### config.mk
export PLATFORM = sky130hd
export DESIGN_NAME = statement_token_classifier
export DESIGN_NICKNAME = d
export VERILOG_FILES = /design/src/hdl/stc_pkg.sv /design/src/hdl/statement_token_classifier.sv
export SDC_FILE = /design/constraint.sdc
export NUM_CORES = 1
export LEC_CHECK = 0
export BUFFER_PORTS_ARGS = -buffer_cell sky130_fd_sc_hd__buf_4
export CORE_MARGIN = 1
export CORE_UTILIZATION = 45
export CTS_CLUSTER_DIAMETER = 120
export DETAILED_ROUTE_END_ITERATION = 12
export SYNTH_ARGS = -nofsm -noshare
export SYNTH_HDL_FRONTEND = slang
export SYNTH_SLANG_ARGS = --single-unit
### constraint.sdc
create_clock -name clk -period 12.5 [get_ports clk]
set_input_delay 1.25 -clock clk [delete_from_list [all_inputs] [get_ports clk]]
set_output_delay 1.25 -clock clk [all_outputs]
set_load 0.005 [all_outputs]
### src/hdl/stc_pkg.sv
// Package with the token codes, character constants and result type of the token classifier.
`default_nettype none

package stc_pkg;

	localparam int LENGTH_LIMIT_DEF = 255;
	localparam int MAX_RESULTS = 4;
	localparam int VALUE_W = 31;
	localparam logic [VALUE_W-1:0] VALUE_MAX = 31'h7FFF_FFFF;
	localparam int LEN_OUT_MAX = 255;

	localparam logic [2:0] KIND_NUMBER    = 3'd0;
	localparam logic [2:0] KIND_MALFORMED = 3'd1;
	localparam logic [2:0] KIND_IDENT     = 3'd2;
	localparam logic [2:0] KIND_RESERVED  = 3'd3;
	localparam logic [2:0] KIND_SPECIAL   = 3'd4;
	localparam logic [2:0] KIND_LONE_LT   = 3'd5;
	localparam logic [2:0] KIND_OPERATOR  = 3'd6;

	localparam logic [1:0] KW_COUT  = 2'd0;
	localparam logic [1:0] KW_FOR   = 2'd1;
	localparam logic [1:0] KW_INT   = 2'd2;
	localparam logic [1:0] KW_WHILE = 2'd3;

	localparam logic [1:0] MODE_NONE  = 2'd0;
	localparam logic [1:0] MODE_DIGIT = 2'd1;
	localparam logic [1:0] MODE_WORD  = 2'd2;

	localparam logic [1:0] LTP_NONE = 2'd0;
	localparam logic [1:0] LTP_LT   = 2'd1;
	localparam logic [1:0] LTP_COUT = 2'd2;

	localparam logic [7:0] CH_LT     = 8'h3C;
	localparam logic [7:0] CH_EQ     = 8'h3D;
	localparam logic [7:0] CH_STAR   = 8'h2A;
	localparam logic [7:0] CH_SEMI   = 8'h3B;
	localparam logic [7:0] CH_LPAR   = 8'h28;
	localparam logic [7:0] CH_RPAR   = 8'h29;
	localparam logic [7:0] CH_PLUS   = 8'h2B;
	localparam logic [7:0] CH_MINUS  = 8'h2D;
	localparam logic [7:0] CH_SLASH  = 8'h2F;
	localparam logic [7:0] CH_UNDER  = 8'h5F;
	localparam logic [7:0] CH_ZERO   = 8'h30;
	localparam logic [7:0] CH_NINE   = 8'h39;

	typedef struct packed {
		logic [2:0]         kind;
		logic [1:0]         kw;
		logic [7:0]         sym;
		logic [7:0]         len;
		logic [VALUE_W-1:0] val;
	} result_t;

	// Length of each keyword; cout is matched without its trailing << here.
	function automatic logic [2:0] kw_len(input logic [1:0] k);
		logic [2:0] l;
		case (k)
			KW_COUT:  l = 3'd4;
			KW_FOR:   l = 3'd3;
			KW_INT:   l = 3'd3;
			KW_WHILE: l = 3'd5;
			default:  l = 3'd0;
		endcase
		return l;
	endfunction

	function automatic logic [7:0] kw_char(input logic [1:0] k, input logic [2:0] pos);
		logic [39:0] txt;
		case (k)
			KW_COUT:  txt = {8'h00, "tuoc"};
			KW_FOR:   txt = {16'h0000, "rof"};
			KW_INT:   txt = {16'h0000, "tni"};
			KW_WHILE: txt = "elihw";
			default:  txt = '0;
		endcase
		case (pos)
			3'd0:    return txt[7:0];
			3'd1:    return txt[15:8];
			3'd2:    return txt[23:16];
			3'd3:    return txt[31:24];
			3'd4:    return txt[39:32];
			default: return 8'h00;
		endcase
	endfunction

	function automatic result_t mk_result(input logic [2:0] kind, input logic [1:0] kw,
			input logic [7:0] sym, input logic [7:0] len);
		result_t r;
		r.kind = kind;
		r.kw   = kw;
		r.sym  = sym;
		r.len  = len;
		r.val  = '0;
		return r;
	endfunction

endpackage

`default_nettype wire

### src/hdl/statement_token_classifier.sv
// Top level of the statement token classifier: scanner state, result buffer and output.
// The first result of a character is offered in the cycle after its beat is taken.
// Throughput: one character per cycle while each yields at most one result and out_stall
// is low; a character that yields more (up to four) holds the input until the four-entry
// result buffer has sent its last beat, draining one beat per cycle while not stalled.
// Reset: arst_n clears the scanner state and empties the result buffer.
`default_nettype none

module statement_token_classifier #(
	parameter int LENGTH_LIMIT = stc_pkg::LENGTH_LIMIT_DEF
) (
	input  wire logic       clk,
	input  wire logic       arst_n,
	input  wire logic       in_valid,
	output logic            in_stall,
	input  wire logic [7:0] character,
	input  wire logic       end_of_statement,
	output logic            out_valid,
	input  wire logic       out_stall,
	output logic [2:0]      token_kind,
	output logic [1:0]      keyword_index,
	output logic [7:0]      symbol_code,
	output logic [7:0]      token_length,
	output logic [30:0]     number_value,
	output logic            last_result
);
	import stc_pkg::*;

	localparam int LEN_W = $clog2(LENGTH_LIMIT + 1);
	localparam int RW = (LEN_W > 8) ? LEN_W : 8;
	localparam int NCAND = 8;

	typedef struct packed {
		logic [1:0]         mode;
		logic [LEN_W-1:0]   len;
		logic [VALUE_W-1:0] acc;
		logic               dig;
		logic [3:0]         cand;
		logic [1:0]         ltp;
	} scan_t;

	scan_t   st_q, st_d;
	result_t res_s1 [MAX_RESULTS];
	result_t lst [MAX_RESULTS];
	logic [2:0] cnt_s1, n_new;
	logic [1:0] idx_q;
	logic       in_take, out_take, at_last;

	logic    cv [NCAND];
	result_t cr [NCAND];
	logic    c_digit, c_alpha, c_word, c_special, c_oper;

	function automatic logic [7:0] rep_len(input logic [LEN_W-1:0] l);
		logic [RW-1:0] e;
		e = RW'(l);
		return (e > RW'(LEN_OUT_MAX)) ? 8'(LEN_OUT_MAX) : e[7:0];
	endfunction

	function automatic scan_t cleared(input scan_t s);
		scan_t t;
		t      = s;
		t.mode = MODE_NONE;
		t.len  = '0;
		t.acc  = '0;
		t.dig  = 1'b1;
		t.cand = 4'hF;
		return t;
	endfunction

	function automatic scan_t extend(input scan_t s, input logic [7:0] c);
		scan_t t;
		logic [VALUE_W+3:0] ext, sum;
		logic [3:0] d;
		t = s;
		for (int k = 0; k < 4; k++) begin
			t.cand[k] = s.cand[k] && (s.len < LEN_W'(kw_len(2'(k))))
				&& (kw_char(2'(k), s.len[2:0]) == c);
		end
		if (s.len < LEN_W'(LENGTH_LIMIT))
			t.len = s.len + LEN_W'(1);
		if (c >= CH_ZERO && c <= CH_NINE) begin
			d   = 4'(c - CH_ZERO);
			ext = (VALUE_W+4)'(s.acc);
			sum = (ext << 3) + (ext << 1) + (VALUE_W+4)'(d);
			t.acc = (sum > (VALUE_W+4)'(VALUE_MAX)) ? VALUE_MAX : sum[VALUE_W-1:0];
		end else begin
			t.dig = 1'b0;
		end
		return t;
	endfunction

	function automatic result_t run_result(input scan_t s);
		result_t r;
		r = mk_result(KIND_IDENT, KW_COUT, 8'h00, rep_len(s.len));
		if (s.mode == MODE_DIGIT) begin
			if (s.dig) begin
				r.kind = KIND_NUMBER;
				r.val  = s.acc;
			end else begin
				r.kind = KIND_MALFORMED;
			end
		end else if (s.cand[KW_FOR] && s.len == LEN_W'(kw_len(KW_FOR))) begin
			r.kind = KIND_RESERVED;
			r.kw   = KW_FOR;
		end else if (s.cand[KW_INT] && s.len == LEN_W'(kw_len(KW_INT))) begin
			r.kind = KIND_RESERVED;
			r.kw   = KW_INT;
		end else if (s.cand[KW_WHILE] && s.len == LEN_W'(kw_len(KW_WHILE))) begin
			r.kind = KIND_RESERVED;
			r.kw   = KW_WHILE;
		end
		return r;
	endfunction

	assign c_digit   = (character >= CH_ZERO) && (character <= CH_NINE);
	assign c_alpha   = (character >= 8'h61 && character <= 8'h7A)
		|| (character >= 8'h41 && character <= 8'h5A);
	assign c_word    = c_digit || c_alpha || (character == CH_UNDER);
	assign c_special = (character == CH_EQ) || (character == CH_STAR)
		|| (character == CH_SEMI) || (character == CH_LPAR) || (character == CH_RPAR);
	assign c_oper    = (character == CH_PLUS) || (character == CH_MINUS)
		|| (character == CH_STAR) || (character == CH_SLASH);

	// Candidate results in emission order: pending cout, pending '<', ended run,
	// special symbol, operator, then the end-of-statement flush of run, cout and '<'.
	always_comb begin
		scan_t s;
		logic  done;
		s    = st_q;
		done = 1'b0;
		for (int i = 0; i < NCAND; i++) begin
			cv[i] = 1'b0;
			cr[i] = '0;
		end

		if (s.ltp == LTP_COUT) begin
			cv[0] = 1'b1;
			if (character == CH_LT) begin
				cr[0] = mk_result(KIND_RESERVED, KW_COUT, 8'h00, 8'd6);
				s.ltp = LTP_NONE;
				done  = 1'b1;
			end else begin
				cr[0] = mk_result(KIND_IDENT, KW_COUT, 8'h00, 8'd4);
				s.ltp = LTP_LT;
			end
		end
		if (!done && s.ltp == LTP_LT) begin
			s.ltp = LTP_NONE;
			cv[1] = 1'b1;
			if (character == CH_EQ) begin
				cr[1] = mk_result(KIND_SPECIAL, KW_COUT, CH_LT, 8'd2);
				done  = 1'b1;
			end else begin
				cr[1] = mk_result(KIND_LONE_LT, KW_COUT, CH_LT, 8'd1);
			end
		end
		if (!done && s.mode != MODE_NONE) begin
			if (c_word) begin
				s    = extend(s, character);
				done = 1'b1;
			end else if (s.mode == MODE_WORD && s.cand[KW_COUT]
					&& s.len == LEN_W'(kw_len(KW_COUT)) && character == CH_LT) begin
				s     = cleared(s);
				s.ltp = LTP_COUT;
				done  = 1'b1;
			end else begin
				cv[2] = 1'b1;
				cr[2] = run_result(s);
				s     = cleared(s);
			end
		end
		if (!done) begin
			if (c_digit) begin
				s      = cleared(s);
				s.mode = MODE_DIGIT;
				s      = extend(s, character);
			end else if (c_word) begin
				s      = cleared(s);
				s.mode = MODE_WORD;
				s      = extend(s, character);
			end else if (character == CH_LT) begin
				s.ltp = LTP_LT;
			end else begin
				cv[3] = c_special;
				cr[3] = mk_result(KIND_SPECIAL, KW_COUT, character, 8'd1);
				cv[4] = c_oper;
				cr[4] = mk_result(KIND_OPERATOR, KW_COUT, character, 8'd1);
			end
		end

		if (end_of_statement) begin
			cv[5] = (s.mode != MODE_NONE);
			cr[5] = run_result(s);
			cv[6] = (s.ltp == LTP_COUT);
			cr[6] = mk_result(KIND_IDENT, KW_COUT, 8'h00, 8'd4);
			cv[7] = (s.ltp != LTP_NONE);
			cr[7] = mk_result(KIND_LONE_LT, KW_COUT, CH_LT, 8'd1);
			s     = cleared(s);
			s.ltp = LTP_NONE;
		end
		st_d = s;
	end

	always_comb begin
		n_new = '0;
		for (int i = 0; i < MAX_RESULTS; i++)
			lst[i] = '0;
		for (int i = 0; i < NCAND; i++) begin
			if (cv[i] && n_new < 3'(MAX_RESULTS)) begin
				lst[n_new[1:0]] = cr[i];
				n_new = n_new + 3'd1;
			end
		end
	end

	assign out_valid = (cnt_s1 != 3'd0);
	assign at_last   = ({1'b0, idx_q} == cnt_s1 - 3'd1);
	assign out_take  = out_valid && !out_stall;
	// A new character may land in the buffer in the cycle its final beat leaves.
	assign in_stall  = out_valid && !(out_take && at_last);
	assign in_take   = in_valid && !in_stall;

	always_ff @(posedge clk or negedge arst_n) begin
		if (!arst_n) begin
			st_q.mode <= MODE_NONE;
			st_q.len  <= '0;
			st_q.acc  <= '0;
			st_q.dig  <= 1'b1;
			st_q.cand <= 4'hF;
			st_q.ltp  <= LTP_NONE;
			cnt_s1    <= '0;
			idx_q     <= '0;
		end else if (in_take) begin
			st_q   <= st_d;
			cnt_s1 <= n_new;
			idx_q  <= '0;
		end else if (out_take) begin
			if (at_last) begin
				cnt_s1 <= '0;
				idx_q  <= '0;
			end else begin
				idx_q <= idx_q + 2'd1;
			end
		end
	end

	always_ff @(posedge clk) begin
		if (in_take) begin
			for (int i = 0; i < MAX_RESULTS; i++)
				res_s1[i] <= lst[i];
		end
	end

	assign token_kind    = res_s1[idx_q].kind;
	assign keyword_index = res_s1[idx_q].kw;
	assign symbol_code   = res_s1[idx_q].sym;
	assign token_length  = res_s1[idx_q].len;
	assign number_value  = res_s1[idx_q].val;
	assign last_result   = at_last;

endmodule

`default_nettype wire

---- Yosys cells after proc, flatten, opt, wreduce, memory -nomap -nowiden ----
Memories as Yosys holds them, arrays and structs flattened.
Index checks and enable logic that the tools add are counted.
cells by class
  add/sub/neg operators ................... 13
  order comparisons ....................... 41
  eq/ne operators ......................... 38
  mux-type cells .......................... 159
  bitwise gates (word level) .............. 7
  reductions and logical operators ........ 71
operators with widths
  kind                    count
  $bwmux W208             7
  $mux W208               7
  $demux W52 S2           7
  $mux W52                13
  $mux W104               4
  $mux W8                 31
  $mux W48                5
  $mux W31                7
  $mux W156               1
  $mux W50                2
  $mux W3                 33
  $eq A8 B8 Y1            12
  $eq A8 B6 Y1 const B    9
  $logic_and A1 B1 Y1     48
  $mux W46                1
  $pmux W7 S3             2
  $add A34 B32 Y35        1
  $add A35 B4 Y35         1
  $gt A35 B31 Y1 const B  1
  $pmux W7 S5             1
  $gt A4 B31 Y1 const B   1
  $mux W2                 14
  $pmux W7 S4             1
  $eq A8 B3 Y1 const B    3
  33 further kinds        117
word-level totals
  register bits ........................... 53
  bits in writable memories ............... 208
  input bits .............................. 13
  output and inout bits ................... 55
  memories kept ........................... 1
memories
  name    words  width  rd ports  clocked after memory_dff  write ports  RTL line                          RTL
  res_s1  4      52     1         0                         4            statement_token_classifier.sv:43  result_t res_s1 [MAX_RESULTS];

---- Depth between registers and ports, before layout ----
  word-level depth ........................ 32
  depth in mapped cells ................... 29
  gate-level depth less buffers ........... 26

---- Worst setup path after synthesis ----
OpenSTA, ideal clock, no wires.
  path type ............................... input to register
  start point ............................. in out_stall
  end point ............................... reg st_q[39] (netlist bit)
  library setup time ...................... 0.144 ns
  arrival ................................. 8.853 ns
  required time ........................... 12.356 ns
  setup slack ............................. 3.503 ns
  stages on the path ...................... 10
  path through ............................ nor2b_1 -> nand2_1 -> and2_1 -> nand2b_1 -> clkbuf_1 -> inv_2 -> clkbuf_1 -> o21ai_0 -> nand2_1 -> o21ai_0
on the way
  word-level cells in the longest chain between the ends .. 7
ends and longest elaborated chain
  item                    RTL line                           RTL
  start: declaration      statement_token_classifier.sv:19   input wire logic out_stall,
  $logic_not A1 Y1        statement_token_classifier.sv:218  assign out_take = out_valid && !out_stall;
  $logic_and A1 B1 Y1     statement_token_classifier.sv:218
  $logic_and A1 B1 Y1     statement_token_classifier.sv:220  assign in_stall = out_valid && !(out_take && at_last);
  $logic_not A1 Y1        statement_token_classifier.sv:220
  $logic_and A1 B1 Y1     statement_token_classifier.sv:220
  via in_stall            statement_token_classifier.sv:15   output logic in_stall,
  $logic_not A1 Y1        statement_token_classifier.sv:221  assign in_take = in_valid && !in_stall;
  $logic_and A1 B1 Y1     statement_token_classifier.sv:221
  via in_take             statement_token_classifier.sv:47   logic in_take, out_take, at_last;
  end signal: assignment  statement_token_classifier.sv:234  st_q <= st_d;
  end: declaration        statement_token_classifier.sv:42   scan_t st_q, st_d;
The timed path passes the listed nets, and every way through them passes these cells.
A chain may end at the register's enable or synchronous reset.

==> results.py <==
metrics = {
    "logic_synthesis": {
        "ys_ff_latch": 261,
        "netlist-cell-type-count": 99,
        "async_reset_ff_share_pct": 20.3,
        "synthesis.area_sq_mm": 0.0175,
        "synth_top_area_share_pct": 35.7,
        "avgSynthCellArea_sq_um": 10.9,
        "yosysWarnings": 0,
        "post-synth-top-area-cell": "edfxtp_1",
        "synth_edf_count": 208,
        "synth_xor_area_share_pct": 2.20,
        "synth_fa_ha_area_share_pct": 6.75,
        "ys_seq_area_share_pct": 43.4,
        "synthCells": 1605,
        "ys.flop_type": "edfxtp_1",
        "synth_mux_area_share_pct": 7.33,
        "synth_compound_area_share_pct": 24.1,
        "ys_top_cells_by_area": "edfxtp_1 36%, dfrtp_1 6.9%, mux4_2 6.7%",
        "synth_top_family_by_area": "compound AO/OA/AOI/OAI gates",
        "yosys.area_share.simple_pct": 12.2,
    },
    "final_layout": {
        "final_cell_mix": "208 x edfxtp_1, 128 x o21ai_0, 126 x nand2_1",
        "final_common_cell": "edfxtp_1",
        "syn_to_final_growth_pct": 10.4,
        "layout-drive-gt1-share_pct": 15.1,
        "num_antenna_cells": 0,
        "nNetsFinal": 1719,
    },
    "worst_setup_path": {
        "critPathSlowestCell": "nor2_4",
        "cp-start-kind": "primary input",
        "critPathBufInv": 4,
        "cp_num_cells": 27,
        "worstPathArrival_ps": 8340,
        "cp.required_ps": 12930,
        "path_class": "primary input to flop",
        "cp_max_fo": 27,
        "end_kind": "flop",
        "crit_path_max_incr_delay_ps": 680,
        "cp_common_cell": "ha_1",
        "critPathTopFamily": "simple AND/OR/NAND/NOR gates",
        "r2r_cells": 25,
    },
    "clock_network": {
        "hold_buffers": 0,
        "cts_setup_buffers": 0,
        "cts_buffer_depth": 3,
        "cts_inserted_buffers": 30,
        "cts.repair.resized": 0,
        "cts_tree": "yes",
        "cts.sinks": 261,
        "clk_pin_slew_ps": 60,
        "cts_max_level": 1,
        "worst_skew_pair.late_latency_ps": 570,
        "cts_root_buffer": "clkbuf_16",
    },
    "power_and_ir_drop": {
        "power.switching_mw": 1.18,
        "powerDensity_mw_per_mm2": 173,
        "combPwrFrac_pct": 34.5,
        "clkPwrFrac_pct": 25.8,
        "ir_drop_mv": 0.0877,
        "power.share.switching_pct": 35.2,
        "internal_power_mw": 2.17,
        "pwr-share-seq_pct": 39.7,
        "leakagePower_nw": 7.21,
    },
    "grt": {
        "grt_pass1_wl_microns": 81200,
        "grt_pass1_vias": 13400,
        "grt_usage_pct": 26.6,
        "antenna_found_initial": 0,
        "grt_overflow": 0,
        "grt_max_degree": 91,
    },
    "sta": {
        "fin_skew_ps": 9.64,
        "fin_tns_setup_ps": 0,
        "relSlewSlack_pct": 22.8,
        "fmax_mhz": 126,
        "finalSetupViolCount": 0,
        "rsz0062_at_grt": "no",
        "timing.final.crit_period_ps": 7910,
        "tightest_slew_ps": 1160,
        "slew_violations": 0,
        "holdWs_ps": 516,
        "finalCritPeriodShare_pct": 63.3,
        "final_hold_viol_count": 0,
    },
    "outcome": {
        "outcome": "finished, final reports clean",
    },
    "routing": {
        "drt-pass1-iter-count": 6,
        "viasPerCell": 6.65,
        "antenna_left": 0,
        "wl_per_cell_microns": 24.4,
        "drcViolationCount": 0,
        "drt_iter0_drc": 1593,
        "wirelength_microns": 52400,
        "vias": 14300,
    },
    "die": {
        "start_util_pct": 46.1,
        "fp.dieW_microns": 199,
        "rows": 71,
        "core_area_sq_mm": 0.0379,
        "dieHeight_microns": 199,
        "io_pins": 68,
        "die_area_sq_mm": 0.0396,
    },
    "place": {
        "place.port_buffers": 67,
        "gp_congestion": 0.965,
        "dp_hpwl_microns": 35100,
    },
    "hold_path": {
        "hp-class": "flop to flop",
        "hold_depth": 1,
    },
    "run": {
        "drv_cap": 0,
    },
}
[layout make-up]
class | count | area [sq um]
clock buffer | 41 | 823
clock inverter | 14 | 131
inverter | 43 | 169
tap | 511 | 639
multi-input combinational | 1187 | 9270
sequential | 261 | 7580
timing repair buffer | 90 | 676
fill | 3440 | 18600
[final timing paths]
check                             start       endpoint  slack (ps)
setup / recovery           character[4]  res_s1[2][17]        4590
hold / removal                cnt_s1[2]      cnt_s1[2]         520
setup reg to reg               st_q[39]  res_s1[2][17]        4650
hold reg to reg               cnt_s1[2]      cnt_s1[2]         520
max in group asynchronous        arst_n       idx_q[0]       11030
min in group asynchronous        arst_n        st_q[1]         780
[cells by family after synthesis]
kind of cell,Yosys count
buffers and inverters,164
XOR/XNOR,43
adder cells (fa/ha/maj),93
flip-flops,261
AND/OR/NAND/NOR,410
multiplexers,62
other,1
AO/OA/AOI/OAI,571
[sequential cells by signal, indices dropped and copies added, names as in the netlist]
name / cells
st_q: 48
cnt_s1: 3
idx_q: 2
res_s1: 208
[synth_stat cells (all sizes together), types with 5 or more instances]
cell	number
a2111oi	8
a211o	10
a211oi	7
a21boi	6
a21o	25
a21oi	68
a22o	39
a22oi	22
a311oi	10
a31oi	64
a32o	84
a32oi	9
and2	13
and3	12
buf	46
clkbuf	75
dfrtp	48
dfstp	5
edfxtp	208
ha	91
inv	43
mux2i	6
mux4	52
nand2	127
nand2b	16
nand3	41
nand4	15
nor2	81
nor2b	11
nor3	44
nor4	10
o211ai	10
o21a	10
o21ai	132
o221ai	10
o22ai	9
o31ai	16
or3	8
or4	5
xnor2	17
xor2	26
[metrics by stage]
step / setup WS [ps] / util (%) / instances / instance area [sq um] / power (mW)
floorplan: 3500 / - / 1612 / 17500 / 2.10
global placement: 4410 / 48.3 / 2092 / 18300 / 2.48
detailed placement: 4170 / 48.3 / 2092 / 18300 / 2.49
CTS: 4750 / 50.9 / 2147 / 19300 / 3.36
global route: 4100 / 50.9 / 2147 / 19300 / 3.52
finish: 4590 / 50.9 / 2147 / 19300 / 3.35
[power groups by stage]
stage	Combinational [mW]	Sequential (mW)	Clock [mW]
2_1_floorplan	0.766	1.33	0
4_1_cts	1.15	1.33	0.881
3_5_place_dp	1.15	1.35	0
5_1_grt	1.25	1.35	0.916
6_report	1.16	1.33	0.863
3_3_place_gp	1.14	1.34	0
[routing by layer]
metal | track usage, % | vias up | wire, microns
met2 | 38.4 | 634 | 22400
li1 | - | 6417 | -
met1 | 41.7 | 7147 | 24900
met5 | 0 | - | 0
met3 | 3.59 | 75 | 3990
met4 | 6.78 | 0 | 1110
[worst register-to-register path, cell delays in order, from the launching register on]
cell	delay (ps)
dfrtp_1	780
inv_1	300
ha_1	430
and4_1	320
and4_1	260
nor3_2	410
xnor2_1	300
inv_1	120
ha_1	240
a22oi_2	260
o21a_1	440
xor2_2	430
inv_1	140
ha_1	290
nor3_1	280
o21bai_1	270
inv_1	120
ha_1	320
nand2_1	80
o21ai_0	150
ha_1	270
inv_1	120
o31ai_4	150
or2_2	360
nor2_4	680
a32o_1	240
(Power assumes the default switching activity.)
